## src/rtl/floor_ceiling_texel_caster_macros.svh

```systemverilog
// assertion macros shared by the texel caster modules
`ifndef FLOOR_CEILING_TEXEL_CASTER_MACROS_SVH
`define FLOOR_CEILING_TEXEL_CASTER_MACROS_SVH

`ifndef ASSERT_OFF
// condition implies consequence in the same cycle
`define FCC_ASSERT_NOW(label, clk, rst, cond, cons) \
  label: assert property (@(posedge clk) disable iff (rst) (cond) |-> (cons)) \
    else $error("fcc assertion failed");
// condition implies consequence in the cycle after
`define FCC_ASSERT_NEXT(label, clk, rst, cond, cons) \
  label: assert property (@(posedge clk) disable iff (rst) (cond) |=> (cons)) \
    else $error("fcc assertion failed");
`else
`define FCC_ASSERT_NOW(label, clk, rst, cond, cons)
`define FCC_ASSERT_NEXT(label, clk, rst, cond, cons)
`endif

`endif

```

## src/rtl/fcc_pkg.sv

```systemverilog
// shared types and constants of the floor and ceiling texel caster
package fcc_pkg;

  localparam int DEF_SCREEN_WIDTH  = 640;
  localparam int DEF_SCREEN_HEIGHT = 480;
  localparam int DEF_TEX_SIZE      = 64;

  // world offset numerator width and row distance width
  localparam int N_W  = 32;
  localparam int DY_W = 12;
  localparam int QUEUE_DEPTH = 4;

  typedef enum logic [1:0] {
    OP_WR_FLOOR = 2'd0,
    OP_WR_CEIL  = 2'd1,
    OP_RENDER   = 2'd2
  } op_t;

  typedef enum logic [1:0] {
    KIND_WR_FLOOR = 2'd0,
    KIND_WR_CEIL  = 2'd1,
    KIND_RENDER   = 2'd2
  } kind_t;

  typedef enum logic [2:0] {
    REG_POS_X  = 3'd0,
    REG_POS_Y  = 3'd1,
    REG_COSINE = 3'd2,
    REG_SINE   = 3'd3,
    REG_FOCAL  = 3'd4
  } cfg_reg_t;

  // what travels with an item besides the offsets
  typedef struct packed {
    kind_t            kind;
    logic [11:0]      index;
    logic [31:0]      value;
    logic [9:0]       column;
    logic [8:0]       row;
    logic [DY_W-1:0]  dy;
  } tag_t;

  typedef struct packed {
    tag_t                   tag;
    logic signed [N_W-1:0]  nx;
    logic signed [N_W-1:0]  ny;
  } entry_t;

endpackage

```

## src/rtl/fcc_queue.sv

```systemverilog
// short queue between the front end and the divider back end
`include "floor_ceiling_texel_caster_macros.svh"
module fcc_queue import fcc_pkg::*; (
  input  logic   clk,
  input  logic   rst,
  input  logic   push_valid,
  output logic   push_ready,
  input  entry_t push_entry,
  output logic   pop_valid,
  input  logic   pop_ready,
  output entry_t pop_entry
);

  localparam int PW = $clog2(QUEUE_DEPTH);

  entry_t        slots [QUEUE_DEPTH];
  logic [PW-1:0] wp, rp;
  logic [PW:0]   count;
  logic          do_push, do_pop;

  assign push_ready = count < (PW+1)'(QUEUE_DEPTH);
  assign pop_valid  = count != '0;
  assign pop_entry  = slots[rp];
  assign do_push    = push_valid && push_ready;
  assign do_pop     = pop_valid && pop_ready;

  // pointers and fill count
  always_ff @(posedge clk) begin
    if (rst) begin
      wp    <= '0;
      rp    <= '0;
      count <= '0;
    end else begin
      if (do_push) wp <= wp + 1'b1;
      if (do_pop) rp <= rp + 1'b1;
      if (do_push && !do_pop) begin
        count <= count + 1'b1;
      end else if (do_pop && !do_push) begin
        count <= count - 1'b1;
      end
    end
  end

  always_ff @(posedge clk) begin
    if (do_push) slots[wp] <= push_entry;
  end

  `FCC_ASSERT_NEXT(a_queue_fill, clk, rst, do_push && !do_pop, count == $past(count) + 1'b1)
  `FCC_ASSERT_NOW(a_queue_bound, clk, rst, count == (PW+1)'(QUEUE_DEPTH), !do_push)

endmodule

```

## config.mk

```make
export PLATFORM = sky130hd
export DESIGN_NAME = fcc_queue
export DESIGN_NICKNAME = d
export VERILOG_FILES = /design/src/rtl/fcc_pkg.sv /design/src/rtl/fcc_queue.sv
export VERILOG_INCLUDE_DIRS = /design/src /design/src/rtl
export SDC_FILE = /design/constraint.sdc
export NUM_CORES = 1
export LEC_CHECK = 0
export ABC_AREA = 1
export BUFFER_PORTS_ARGS = -buffer_cell sky130_fd_sc_hd__buf_2
export CAP_MARGIN = 10
export CORE_AREA = 2 2 261 212
export CTS_CLUSTER_SIZE = 8
export DETAILED_ROUTE_END_ITERATION = 8
export DIE_AREA = 0 0 263 214
export PLACE_DENSITY = 0.58
export SETUP_SLACK_MARGIN = 0.2
export SLEW_MARGIN = 20
export SYNTH_ARGS = -nofsm -noshare
export SYNTH_HDL_FRONTEND = slang
export SYNTH_SLANG_ARGS = --single-unit
```

## constraint.sdc

```tcl
create_clock -name clk -period 18.04 [get_ports clk]
set_input_delay 3.608 -clock clk [delete_from_list [all_inputs] [get_ports clk]]
set_output_delay 3.608 -clock clk [all_outputs]
set_load 0.05 [all_outputs]
```

; ---- After elaboration in Yosys (flattened, before gate mapping)
; Memory sizes are Yosys's and may differ from the RTL's. A register that Yosys moved wholly into a read port is not among the register bits.
; Cells that the tools add are included.
[word_totals]
reg_bits = 7
mem_bits_rw = 564
in_bits = 145
memories = 1
[mem_list]
columns = memory, words, word_bits, read_ports, rd_ports_with_merged_regs, write_ports, line
row1 = slots, 4, 141, 1, 1, 1, fcc_queue.sv:16  ; entry_t slots [QUEUE_DEPTH];
[classes]
n_addsub = 4
n_lt_le_gt_ge = 1
n_mux = 6
n_reduce_logical = 8
[ops]
columns = cell, n
row1 = $mux 3, 2
row2 = $add 2x1->2 const B, 2
row3 = $logic_and 1x1->1, 4
row4 = $mux 2, 2
row5 = $add 3x1->3 const B, 1
row6 = $lt 3x3->1 const B, 1
row7 = $reduce_bool 3->1, 1
row8 = $sub 3x1->3 const B, 1
row9 = $logic_not 1->1, 2
row10 = $mux 1, 2
row11 = $reduce_bool 2->1, 1

; ---- Longest topological paths before layout
[depth]
depth_word = 6
depth_mapped = 12
depth_no_buf = 12

; ---- Worst setup path after synthesis
; No wires, ideal clock.
[synth_path]
path_type = in2reg
from = in push_valid
to = mem slots[0][0] (netlist name), enable pin
t_arrival_ns = 9.670
slack_ns = 7.726
stages = 2
path_buffers = 0
path_cell_list = nand2_1 nor2_1
[synth_between]
elab_chain_cells = 3
[synth_rtl]
columns = item, line
row1 = from (decl), fcc_queue.sv:6  ; input logic push_valid,
row2 = $logic_and 1x1->1, fcc_queue.sv:24  ; assign do_push = push_valid && push_ready;
row3 = $mux 1, fcc_queue.sv:45  ; if (do_push) slots[wp] <= push_entry;
row4 = $mux 1 (implied by the code), fcc_queue.sv:45
row5 = to (decl), fcc_queue.sv:16
; Every way passes these cells.

==> summary.txt <==
Final layout
  • # fillers: ~4.6k
  • Final #Nets: 1869
  • Area Growth Syn to Fin: 19.6%
  • Fraction of layout cells with a size suffix above 1: 22.8%
  • Core Util, Final: 47.5%
  • Post-route cell area: about 25000 µm²

Power and ir drop
  • Leak: 8.79 nW
  • Peak supply drop: ~0.12 mV
  • Cell area power density: 166 nW/µm²

GRT
  • GR Overflow Total: 0
  • Initial antenna violation count: 11
  • Largest net degree at the start of global routing: 142
  • Total track usage: between 10% and 20%
  • First-pass GRT wire length: 73600 µm
  • Vias in the first global route: 12.6k

Clock tree
  • Post_cts resized: 0
  • Maximum clock path buffer count: 3
  • Clock sink count: 573
  • CTS root buf: clkbuf_16
  • Setup Fix Bufs, Post-CTS: 0
  • Reg clk slew, reported paths: 50 ps
  • Worst skew pair latency: 590 ps
  • Hold_buf cts: 0
  • Cts bufs inserted: 81
  • CTS tree: yes
  • H-tree depth: 3

STA
  • Max-slew violation count: 0
  • Hold Vio Cnt, Final: 0
  • Setup violators final: 0
  • Setup Skew: 11.2 ps
  • Fin crit period: ~7400 ps
  • RSZ-0062 raised after global routing: no
  • Worst-Margin Slew: 1010 ps
  • Final Cycle Share: 40.9%
  • WHS: around 490 ps
  • Fmax: 136 MHz
  • Slew Limit Headroom: about 33%
  • Setup TNS: 0 ps

Floorplanning
  • Die footprint: roughly 56000 µm²
  • Die height: between 200 and 250 µm
  • Rows: 76
  • Die width: approximately 260 µm
  • I/O Pins: 288
  • Initial core utilization: 39.7%
  • Core ar.: ~53000 µm²

Status
  • Status: complete, no violations

Flow run
  • MaxCap Viol Count: 0

Critical path
  • Crit path to: pop_entry[73]
  • Critical Path End Type: output pin
  • CP arrival: 3770 ps
  • CP Launch Type: register
  • WP data required: 14430 ps
  • Classification of the worst setup path: register to output pin
  • Reg2Reg Capture Point: slots[1][61]$_DFFE_PP_
  • CP max stage cell: dfxtp_4
  • Worst path max stage delay: approximately 890 ps
  • Crit Path Max Fanout: 81
  • Reg2Reg Depth: 4
  • Origin of the critical flop-to-flop path: count[2]$_SDFFE_PP0P_
  • Top cell by count, worst path: buf_4
  • CP Cell Sequence: buf_4 -> buf_4 -> o21ai_0 -> o22ai_1 -> buf_2
  • Reg2reg setup slack: 15080 ps

Routing
  • Final ANT Viol Nets: 0
  • Final wirelength: 47900 µm
  • First drt pass iteration count: 5
  • # DRC: 0
  • Vias per inst: 5.22
  • First DRT Iteration DRCs: just under 1k
  • DR vias: 12.7k
  • Wire per inst: 19.6 µm

Placement
  • GPL Wtd Cong: 0.723
  • Dpl cell area: 23200 µm²
  • DP Wirelength: 25300 µm
  • Port bufs: roughly 290

Worst hold path
  • Hold path cells: 2
  • Hold Crit Class: register to register

Yosys
  • Post-synthesis sequential area ratio: 80.6%
  • Dominant cells by area after synthesis: edfxtp_1, o21ai_0, nor2_1, o22ai_1, dfxtp_1
  • Synth warn: 0
  • Yosys top cell area share: between 70% and 80%
  • Syn_nets: 1577
  • Post-synth cell types: 18
  • Mapped Cells: 1426
  • Syn_area_per_cell: 14.9 µm²
  • Seq cells post-synth: 573
  • Synth area leader: edfxtp_1
  • Syn Std Cell Area: 21200 µm²
[cells in the mapped netlist (all sizes together)]
cell type  instances
a21oi              6
buf               55
clkbuf            37
dfxtp              9
edfxtp           564
fa                 1
ha                 5
inv               16
nand2             12
nand3              3
nor2             291
o21ai            286
o22ai            141
[cell type report]
cell class / instances / area (µm²) / share of cell area [%]
clock buffer: 92 / 2110 / 8.31
sequential: 573 / 17100 / 67.4
clock inverter: 4 / 30.0 / 0.118
timing repair buffer: 301 / 1570 / 6.17
multi-input combinational: 745 / 3610 / 14.2
inverter: 16 / 72.6 / 0.286
tap: 702 / 878 / 3.46
antenna: 6 / 15.0 / 0.0591
[routing by layer]
| metal | share of wire [%] | vias to the layer above | GRT usage [%] |
|---|---|---|---|
| li1 | - | 5970 | - |
| met1 | 44 | 6284 | 22.7 |
| met2 | 46 | 373 | 25.9 |
| met3 | 7.8 | 92 | 5.52 |
| met4 | 2.1 | 16 | 5.45 |
| met5 | 0.18 | - | 0 |
[kinds of logic after synthesis]
group | count (synthesis) | share of synthesized area [%]
DFF | 573 | 80.6
buffers and inverters | 108 | 2.57
adders and majority gates | 6 | 0.389
AOI/OAI and AO/OA | 433 | 11.0
and+or+nand+nor | 306 | 5.43
[flip-flops by register name, indices dropped and copies added (netlist names), named ones only]
name,count
slots,564
count,3
wp,2
rp,2
[metrics by stage]
stage | power [W] | setup slack (ps) | cells
after floorplan | 0.00263 | 7730 | 1426
after global placement | 0.00292 | 11330 | 2337
after detailed placement | 0.00294 | 11230 | 2337
after CTS | 0.00426 | 10590 | 2433
after global routing | 0.00439 | 10370 | 2434
final | 0.00421 | 10670 | 2439
[critical path: cells and delay by family (launching register included)]
family                 cells  cell delay [ps]
AO/OA/AOI/OAI              2              460
buffers and inverters      3             1630
flip-flops                 1              890
[power by group]
part / total, W / leakage, nW / internal (W) / switching (W)
Clock: 0.00131 / 1.05 / 0.000809 / 0.000501
Sequential: 0.00166 / 5.23 / 0.00162 / 0.0000459
Combinational: 0.00123 / 2.51 / 0.000241 / 0.000994
Total: 0.00421 / 8.79 / 0.00267 / 0.00154
[placed cells by master, fill, tap and decap left out, drive strengths merged]
master / Yosys / routed
edfxtp: 564 / 564
buf: 55 / 301
nor2: 291 / 291
o21ai: 286 / 286
o22ai: 141 / 141
clkbuf: 37 / 92
inv: 16 / 19
nand2: 12 / 12
dfxtp: 9 / 9
diode: 0 / 6
a21oi: 6 / 6
ha: 5 / 5
nand3: 3 / 3
fa: 1 / 1
clkinv: 0 / 1
[worst min path at each step]
stage / startpoint / end / slack [ps]
global route: rp[1]$_SDFFE_PP0P_ / register / 530
finish: rp[1]$_SDFFE_PP0P_ / register / 490
CTS: rp[1]$_SDFFE_PP0P_ / register / 500
global placement: rp[1]$_SDFFE_PP0P_ / register / 480
floorplan: rp[1]$_SDFFE_PP0P_ / register / 460
detailed placement: rp[1]$_SDFFE_PP0P_ / register / 480
(Power assumes the default switching activity.)
