### src/rtl/floor_ceiling_texel_caster_macros.svh
// assertion macros shared by the texel caster modules
`ifndef FLOOR_CEILING_TEXEL_CASTER_MACROS_SVH
`define FLOOR_CEILING_TEXEL_CASTER_MACROS_SVH

`ifndef ASSERT_OFF
// condition implies consequence in the same cycle
`define FCC_ASSERT_NOW(label, clk, rst, cond, cons) \
  label: assert property (@(posedge clk) disable iff (rst) (cond) |-> (cons)) \
    else $error("fcc assertion failed");
// condition implies consequence in the cycle after
`define FCC_ASSERT_NEXT(label, clk, rst, cond, cons) \
  label: assert property (@(posedge clk) disable iff (rst) (cond) |=> (cons)) \
    else $error("fcc assertion failed");
`else
`define FCC_ASSERT_NOW(label, clk, rst, cond, cons)
`define FCC_ASSERT_NEXT(label, clk, rst, cond, cons)
`endif

`endif

### src/rtl/fcc_pkg.sv
// shared types and constants of the floor and ceiling texel caster
package fcc_pkg;

  localparam int DEF_SCREEN_WIDTH  = 640;
  localparam int DEF_SCREEN_HEIGHT = 480;
  localparam int DEF_TEX_SIZE      = 64;

  // world offset numerator width and row distance width
  localparam int N_W  = 32;
  localparam int DY_W = 12;
  localparam int QUEUE_DEPTH = 4;

  typedef enum logic [1:0] {
    OP_WR_FLOOR = 2'd0,
    OP_WR_CEIL  = 2'd1,
    OP_RENDER   = 2'd2
  } op_t;

  typedef enum logic [1:0] {
    KIND_WR_FLOOR = 2'd0,
    KIND_WR_CEIL  = 2'd1,
    KIND_RENDER   = 2'd2
  } kind_t;

  typedef enum logic [2:0] {
    REG_POS_X  = 3'd0,
    REG_POS_Y  = 3'd1,
    REG_COSINE = 3'd2,
    REG_SINE   = 3'd3,
    REG_FOCAL  = 3'd4
  } cfg_reg_t;

  // what travels with an item besides the offsets
  typedef struct packed {
    kind_t            kind;
    logic [11:0]      index;
    logic [31:0]      value;
    logic [9:0]       column;
    logic [8:0]       row;
    logic [DY_W-1:0]  dy;
  } tag_t;

  typedef struct packed {
    tag_t                   tag;
    logic signed [N_W-1:0]  nx;
    logic signed [N_W-1:0]  ny;
  } entry_t;

endpackage

### src/rtl/fcc_front.sv
// front end: classifies items and forms the projected offset numerators
`include "floor_ceiling_texel_caster_macros.svh"
module fcc_front import fcc_pkg::*; #(
  parameter int SCREEN_WIDTH  = DEF_SCREEN_WIDTH,
  parameter int SCREEN_HEIGHT = DEF_SCREEN_HEIGHT,
  parameter int TEX_SIZE      = DEF_TEX_SIZE
) (
  input  logic               clk,
  input  logic               rst,
  input  logic               in_valid,
  output logic               in_stall,
  input  logic [1:0]         operation,
  input  logic [11:0]        texel_index,
  input  logic [31:0]        texel_value,
  input  logic [9:0]         pixel_column,
  input  logic [8:0]         pixel_row,
  input  logic signed [15:0] view_cosine,
  input  logic signed [15:0] view_sine,
  input  logic [11:0]        focal_distance,
  output logic               push_valid,
  input  logic               push_ready,
  output entry_t             push_entry
);

  localparam logic [12:0] HALF_H = 13'(SCREEN_HEIGHT / 2);

  logic        keep;
  tag_t        tag_in;
  logic        idx_ok, pix_ok;
  logic signed [13:0] dx2;
  logic signed [12:0] dsig;

  logic        fv;
  tag_t        ftag;
  logic signed [28:0] cd, sd;
  logic signed [29:0] sdx, cdx;
  logic        f_adv;

  // classify the incoming item
  always_comb begin
    idx_ok = {20'b0, texel_index} < 32'(TEX_SIZE * TEX_SIZE);
    pix_ok = ({3'b0, pixel_column} < 13'(SCREEN_WIDTH)) &&
             ({4'b0, pixel_row} < 13'(SCREEN_HEIGHT)) &&
             ({4'b0, pixel_row} > HALF_H);
    keep = 1'b0;
    tag_in.kind = KIND_RENDER;
    case (op_t'(operation))
      OP_WR_FLOOR: begin
        keep = idx_ok;
        tag_in.kind = KIND_WR_FLOOR;
      end
      OP_WR_CEIL: begin
        keep = idx_ok;
        tag_in.kind = KIND_WR_CEIL;
      end
      OP_RENDER: begin
        keep = pix_ok;
        tag_in.kind = KIND_RENDER;
      end
      default: keep = 1'b0;
    endcase
    tag_in.index  = texel_index;
    tag_in.value  = texel_value;
    tag_in.column = pixel_column;
    tag_in.row    = pixel_row;
    tag_in.dy     = DY_W'({4'b0, pixel_row} - HALF_H);
    dx2  = $signed({3'b0, pixel_column, 1'b0}) - $signed(14'(SCREEN_WIDTH));
    dsig = $signed({1'b0, focal_distance});
  end

  assign f_adv    = !fv || push_ready;
  assign in_stall = fv && !push_ready;

  // product stage
  always_ff @(posedge clk) begin
    if (rst) begin
      fv <= 1'b0;
    end else if (f_adv) begin
      fv <= in_valid && keep;
    end
  end

  always_ff @(posedge clk) begin
    if (f_adv && in_valid) begin
      ftag <= tag_in;
      cd   <= view_cosine * dsig;
      sd   <= view_sine * dsig;
      sdx  <= view_sine * dx2;
      cdx  <= view_cosine * dx2;
    end
  end

  // offset numerators toward the queue
  always_comb begin
    push_valid     = fv;
    push_entry.tag = ftag;
    push_entry.nx  = (N_W'(cd) <<< 1) - N_W'(sdx);
    push_entry.ny  = (N_W'(sd) <<< 1) + N_W'(cdx);
  end

  `FCC_ASSERT_NEXT(a_front_hold, clk, rst, fv && !push_ready, fv)

endmodule

### config.mk
export PLATFORM = sky130hd
export DESIGN_NAME = fcc_front
export DESIGN_NICKNAME = d
export VERILOG_FILES = /design/src/rtl/fcc_pkg.sv /design/src/rtl/fcc_front.sv
export VERILOG_INCLUDE_DIRS = /design/src /design/src/rtl
export SDC_FILE = /design/constraint.sdc
export NUM_CORES = 2
export LEC_CHECK = 0
export BUFFER_PORTS_ARGS = -buffer_cell sky130_fd_sc_hd__buf_2
export CAP_MARGIN = 10
export CORE_UTILIZATION = 55
export DETAILED_ROUTE_END_ITERATION = 8
export PLACE_DENSITY = 0.85
export SLEW_MARGIN = 5
export SYNTH_ARGS = -nofsm -noshare
export SYNTH_HDL_FRONTEND = slang
export SYNTH_SLANG_ARGS = --single-unit
### constraint.sdc
create_clock -name clk -period 29.7 [get_ports clk]
set_clock_uncertainty 0.1 [all_clocks]
set_input_delay 5.94 -clock clk [delete_from_list [all_inputs] [get_ports clk]]
set_output_delay 5.94 -clock clk [all_outputs]
set_load 0.05 [all_outputs]
# After elaboration in Yosys (flattened, before gate mapping)
# Cells that the tools add are included.
# Widths: inputs -> output; s select.
# op_classes
mul,4
n_shift,0
div,0
n_eq_ne,2
reduce_logical,10
n_addsub,4
magnitude_cmp,3
bitwise_logic,0
muxes,2
# ops
cell,count
$mul 16x13->29,2
$mul 16x12->28,2
$add 30x28->31,1
$sub 30x28->31,1
$sub 11x10->12 const B,1
$lt 10x10->1 const B,1
$sub 9x8->10 const B,1
$gt 9x8->1 const B,1
$lt 9x9->1 const B,1
$logic_and 1x1->1,5
$pmux 2 s2,1
$eq 2x1->1 const B,1
$eq 2x2->1 const B,1
$logic_not 1->1,2
$logic_not 2->1,1
$pmux 1 s2,1
$reduce_or 2->1,1
$logic_or 1x1->1,1
# totals
mem_bits_ro,0
register_bits,192
latch_bits,0
output_inout_bits,143
elab_cells,36
n_memories,0
mem_bits_rw,0
input_bits,113

# Logic depth before layout (Yosys ltp)
# logic_depth
depth_word,5
depth_mapped,23
ltp_nobuf,21

# Worst setup path before layout
# OpenSTA, ideal clock, no wires.
# synth_timing
kind,input to register
from,input port push_ready
to,register cd[0] (enable)
stages,2
t_required_ps,28854
path_slack_ps,14652
n_path_buf,0
t_arrival_ps,14202
setup_ps,746
path_cell_list,nor2b_1 > nor2b_1
# synth_via
elab_chain_cells,2
# synth_rtl
element,line_no,text
from (decl),fcc_front.sv:21,"input logic push_ready,"
$logic_or 1x1->1,fcc_front.sv:71,assign f_adv = !fv || push_ready;
$logic_and 1x1->1,fcc_front.sv:84,if (f_adv && in_valid) begin
to (signal assigned),fcc_front.sv:86,cd <= view_cosine * dsig;
to (decl),fcc_front.sv:35,"logic signed [28:0] cd, sd;"
# No other way between the ends.
# A chain may end at the register's enable or synchronous reset.

# Worst setup path in the final report
# layout_timing
from,input port pixel_column[6]
to,register sdx[27] (netlist name)
# layout_via
elab_chain_cells,2
# layout_rtl
element,line_no,text
from (decl),fcc_front.sv:15,"input logic [9:0] pixel_column,"
$sub 11x10->12,fcc_front.sv:67,"dx2 = $signed({3'b0, pixel_column, 1'b0}) - $signed(14'(SCREEN_WIDTH));"
$mul 16x12->28,fcc_front.sv:88,sdx <= view_sine * dx2;
# No other way between the ends.

==> flow_metrics.tcl <==
set metrics [dict create \
    via_per_inst 5.54 \
    wl_met2_um 39500 \
    area_delta_synth_final_pct 6.52 \
    drt-met1-wl_um 32600 \
    required_ns 29.95 \
    status "finished, final reports clean" \
    synth.most_common_cell "inv_1" \
    die_area_mm2 0.0673 \
    start_kind "primary input" \
    crit_chain "buf_2 -> inv_1 -> ha_1 -> nor2b_1 -> fa_1 -> inv_1 -> fa_1 -> fa_1 -> fa_1 -> fa_1 -> inv_1 -> ha_1 -> a21o_1 -> a21o_1 -> a21oi_1 -> nand3_1 -> o21ai_0 -> o211ai_1 -> a2111o_1 -> o211ai_1" \
    initial_core_util_pct 56.1 \
    grt_pass1_wl_um 138000 \
    path_buf_inv 4 \
    setup_tns_ns 0 \
    regToRegStartpoint "push_valid$_SDFFE_PP0N_" \
    fin_nets 5044 \
    place_inst 4747 \
    syn_area_per_cell_um2 9.62 \
    holdWs_ns 0.610 \
    crit_type "in -> reg" \
    ys_seq_area_share_pct 15.1 \
    fp-row-count 93 \
    synthArstFlopShare_pct 0 \
    synth-seq-cells 184 \
    drt_first_pass_iters 6 \
    synthCells 3787 \
    cp_slowest_cell "ha_1" \
    tightest_slew_ns 1.20 \
    clock-root-buffer "clkbuf_16" \
    ys.flop_type "edfxtp_1" \
    fill_cells 5278 \
    overflow 0 \
    routedWlPerCell_um 17.1 \
    setup_viol 0 \
    syn_area_mm2 0.0364 \
    drive_above_1_share_pct 7.87 \
    clockBufferDepth 2 \
    synth_top_area_cell "fa_1" \
    hold_violations 0 \
    synth_commonest_cells "inv_1, fa_1, nand2_1" \
    fp.dieH_um 259 \
    multi_input_comb_area_mm2 0.0273 \
    grt_start_max_net_pins 184 \
    clkSinkCount 184 \
    clk_pin_slew_ns 0.08 \
    maxCapViolations 0 \
    cts_tree "built" \
    post-cts-setup-buffer-count 0 \
    worstHoldStart "push_valid$_SDFFE_PP0N_" \
    portBuffers 253 \
    io_pins 256 \
    finalCritPeriodShare_pct 42.8 \
    cpMostUsedCell "fa_1" \
    clk_latency_ns 0.49 \
    die_w_um 259 \
    drt_iter0_markers 1935 \
    synth_edf_count 183 \
    routed-wl-met3_um 6760 \
    drc 0 \
    track_usage_pct 25.8 \
    crit_path_max_incr_delay_ns 1.16 \
    top_layer "met5" \
    hpwl_um 62600 \
    cp-end-kind "flip-flop" \
    crit_family "adder cells" \
    antenna_found_initial 4 \
    routabilityCongestion 0.886 \
    hold_path.class "reg -> reg" \
    postCtsResizedCells 0 \
    cp-startpoint "pixel_column[6]" \
    core_mm2 0.0649 \
    grt_setup_unrepaired "false" \
    ctsHoldBuffers 0 \
    max_freq_mhz 78.7 \
    routed_wl_um 81700 \
    finalCriticalPeriod_ns 12.71 \
    synthTopCellsByArea "fa_1, edfxtp_1, ha_1" \
    critPathMaxFanout 32 \
    ys_types 69 \
    slew_headroom_pct 20.3 \
    htree_levels 4 \
    ant_nets 0 \
    synth_top_area_share_pct 37.3 \
    stdcell_count 4780 \
    num_vias 26500 \
    synth_warnings 0 \
    grt_pass1_vias 28300 \
    maxSlewViolCount 0 \
    final-seq-area_mm2 0.00552 \
    cts_buffers 17 \
    arrival_ns 12.96 \
]
-- metal layers --
layer  track usage (%)  up-vias
met5                 0        -
met4              9.33        6
met3              4.75      167
met2              43.5     1096
met1              33.2    13300
li1                  -    12000
-- sequential cells by signal (all words and copies together), names as in the netlist --
| name | flops |
|---|---|
| push_entry | 71 |
| cd | 29 |
| sd | 29 |
| sdx | 27 |
| cdx | 27 |
| push_valid | 1 |
-- cell type report --
| cell class | count | share of cell area, % |
|---|---|---|
| sequential | 184 | 14.2 |
| timing repair buffer | 256 | 3.35 |
| antenna | 1 | 0.00645 |
| clock buffer | 17 | 1.10 |
| tap | 855 | 2.76 |
| clock inverter | 15 | 0.409 |
| multi-input combinational | 2640 | 70.3 |
| inverter | 812 | 7.85 |
-- final timing paths --
path	end	slack (ns)	depth (start not counted)
max	sdx[27]$_DFFE_PP_	16.99	20
min	push_valid$_SDFFE_PP0N_	0.61	3
max reg2reg	cd[23]$_DFFE_PP_	27.68	3
min reg2reg	push_valid$_SDFFE_PP0N_	0.61	3
-- worst min-delay path, stage by stage, from the launching register on --
cell and delay, ns:
dfxtp_1 0.33, nor2b_1 0.18, a21oi_1 0.12, nor2_1 0.04
-- cells by family (layout without fill, tap and decap cells) --
| logic type | Yosys count | after routing | synth area share (%) |
|---|---|---|---|
| compound gates | 400 | 400 | 7.21 |
| xor+xnor | 149 | 149 | 3.58 |
| fa+ha+maj | 1020 | 1020 | 49.0 |
| buf+inv | 964 | 1100 | 10.0 |
| flops | 184 | 184 | 15.1 |
| mux | 2 | 2 | 0.0550 |
| other cells | 1 | 3 | 0.0103 |
| simple gates | 1067 | 1067 | 14.9 |
-- layout by cell type (no fill, tap or decap), types with 73 or more instances in the layout --
master,count
inv_1,812
fa_1,679
nand2_1,365
and2_1,361
ha_1,341
buf_2,253
edfxtp_1,183
xnor2_1,119
a21oi_1,107
nor2_1,100
o21ai_0,81
nor2b_1,73
-- through the flow --
step / utilization, % / setup WS (ns) / instance area, um^2
floorplan: - / 14.65 / 36400
global placement: 58.9 / 16.85 / 38200
detailed placement: 58.9 / 16.59 / 38200
CTS: 59.8 / 17.03 / 38800
global route: 59.8 / 16.59 / 38800
finish: 59.8 / 16.99 / 38800
Power is not shown: default switching activity piles up to over one toggle a cycle in this logic, so the estimate is an artifact.
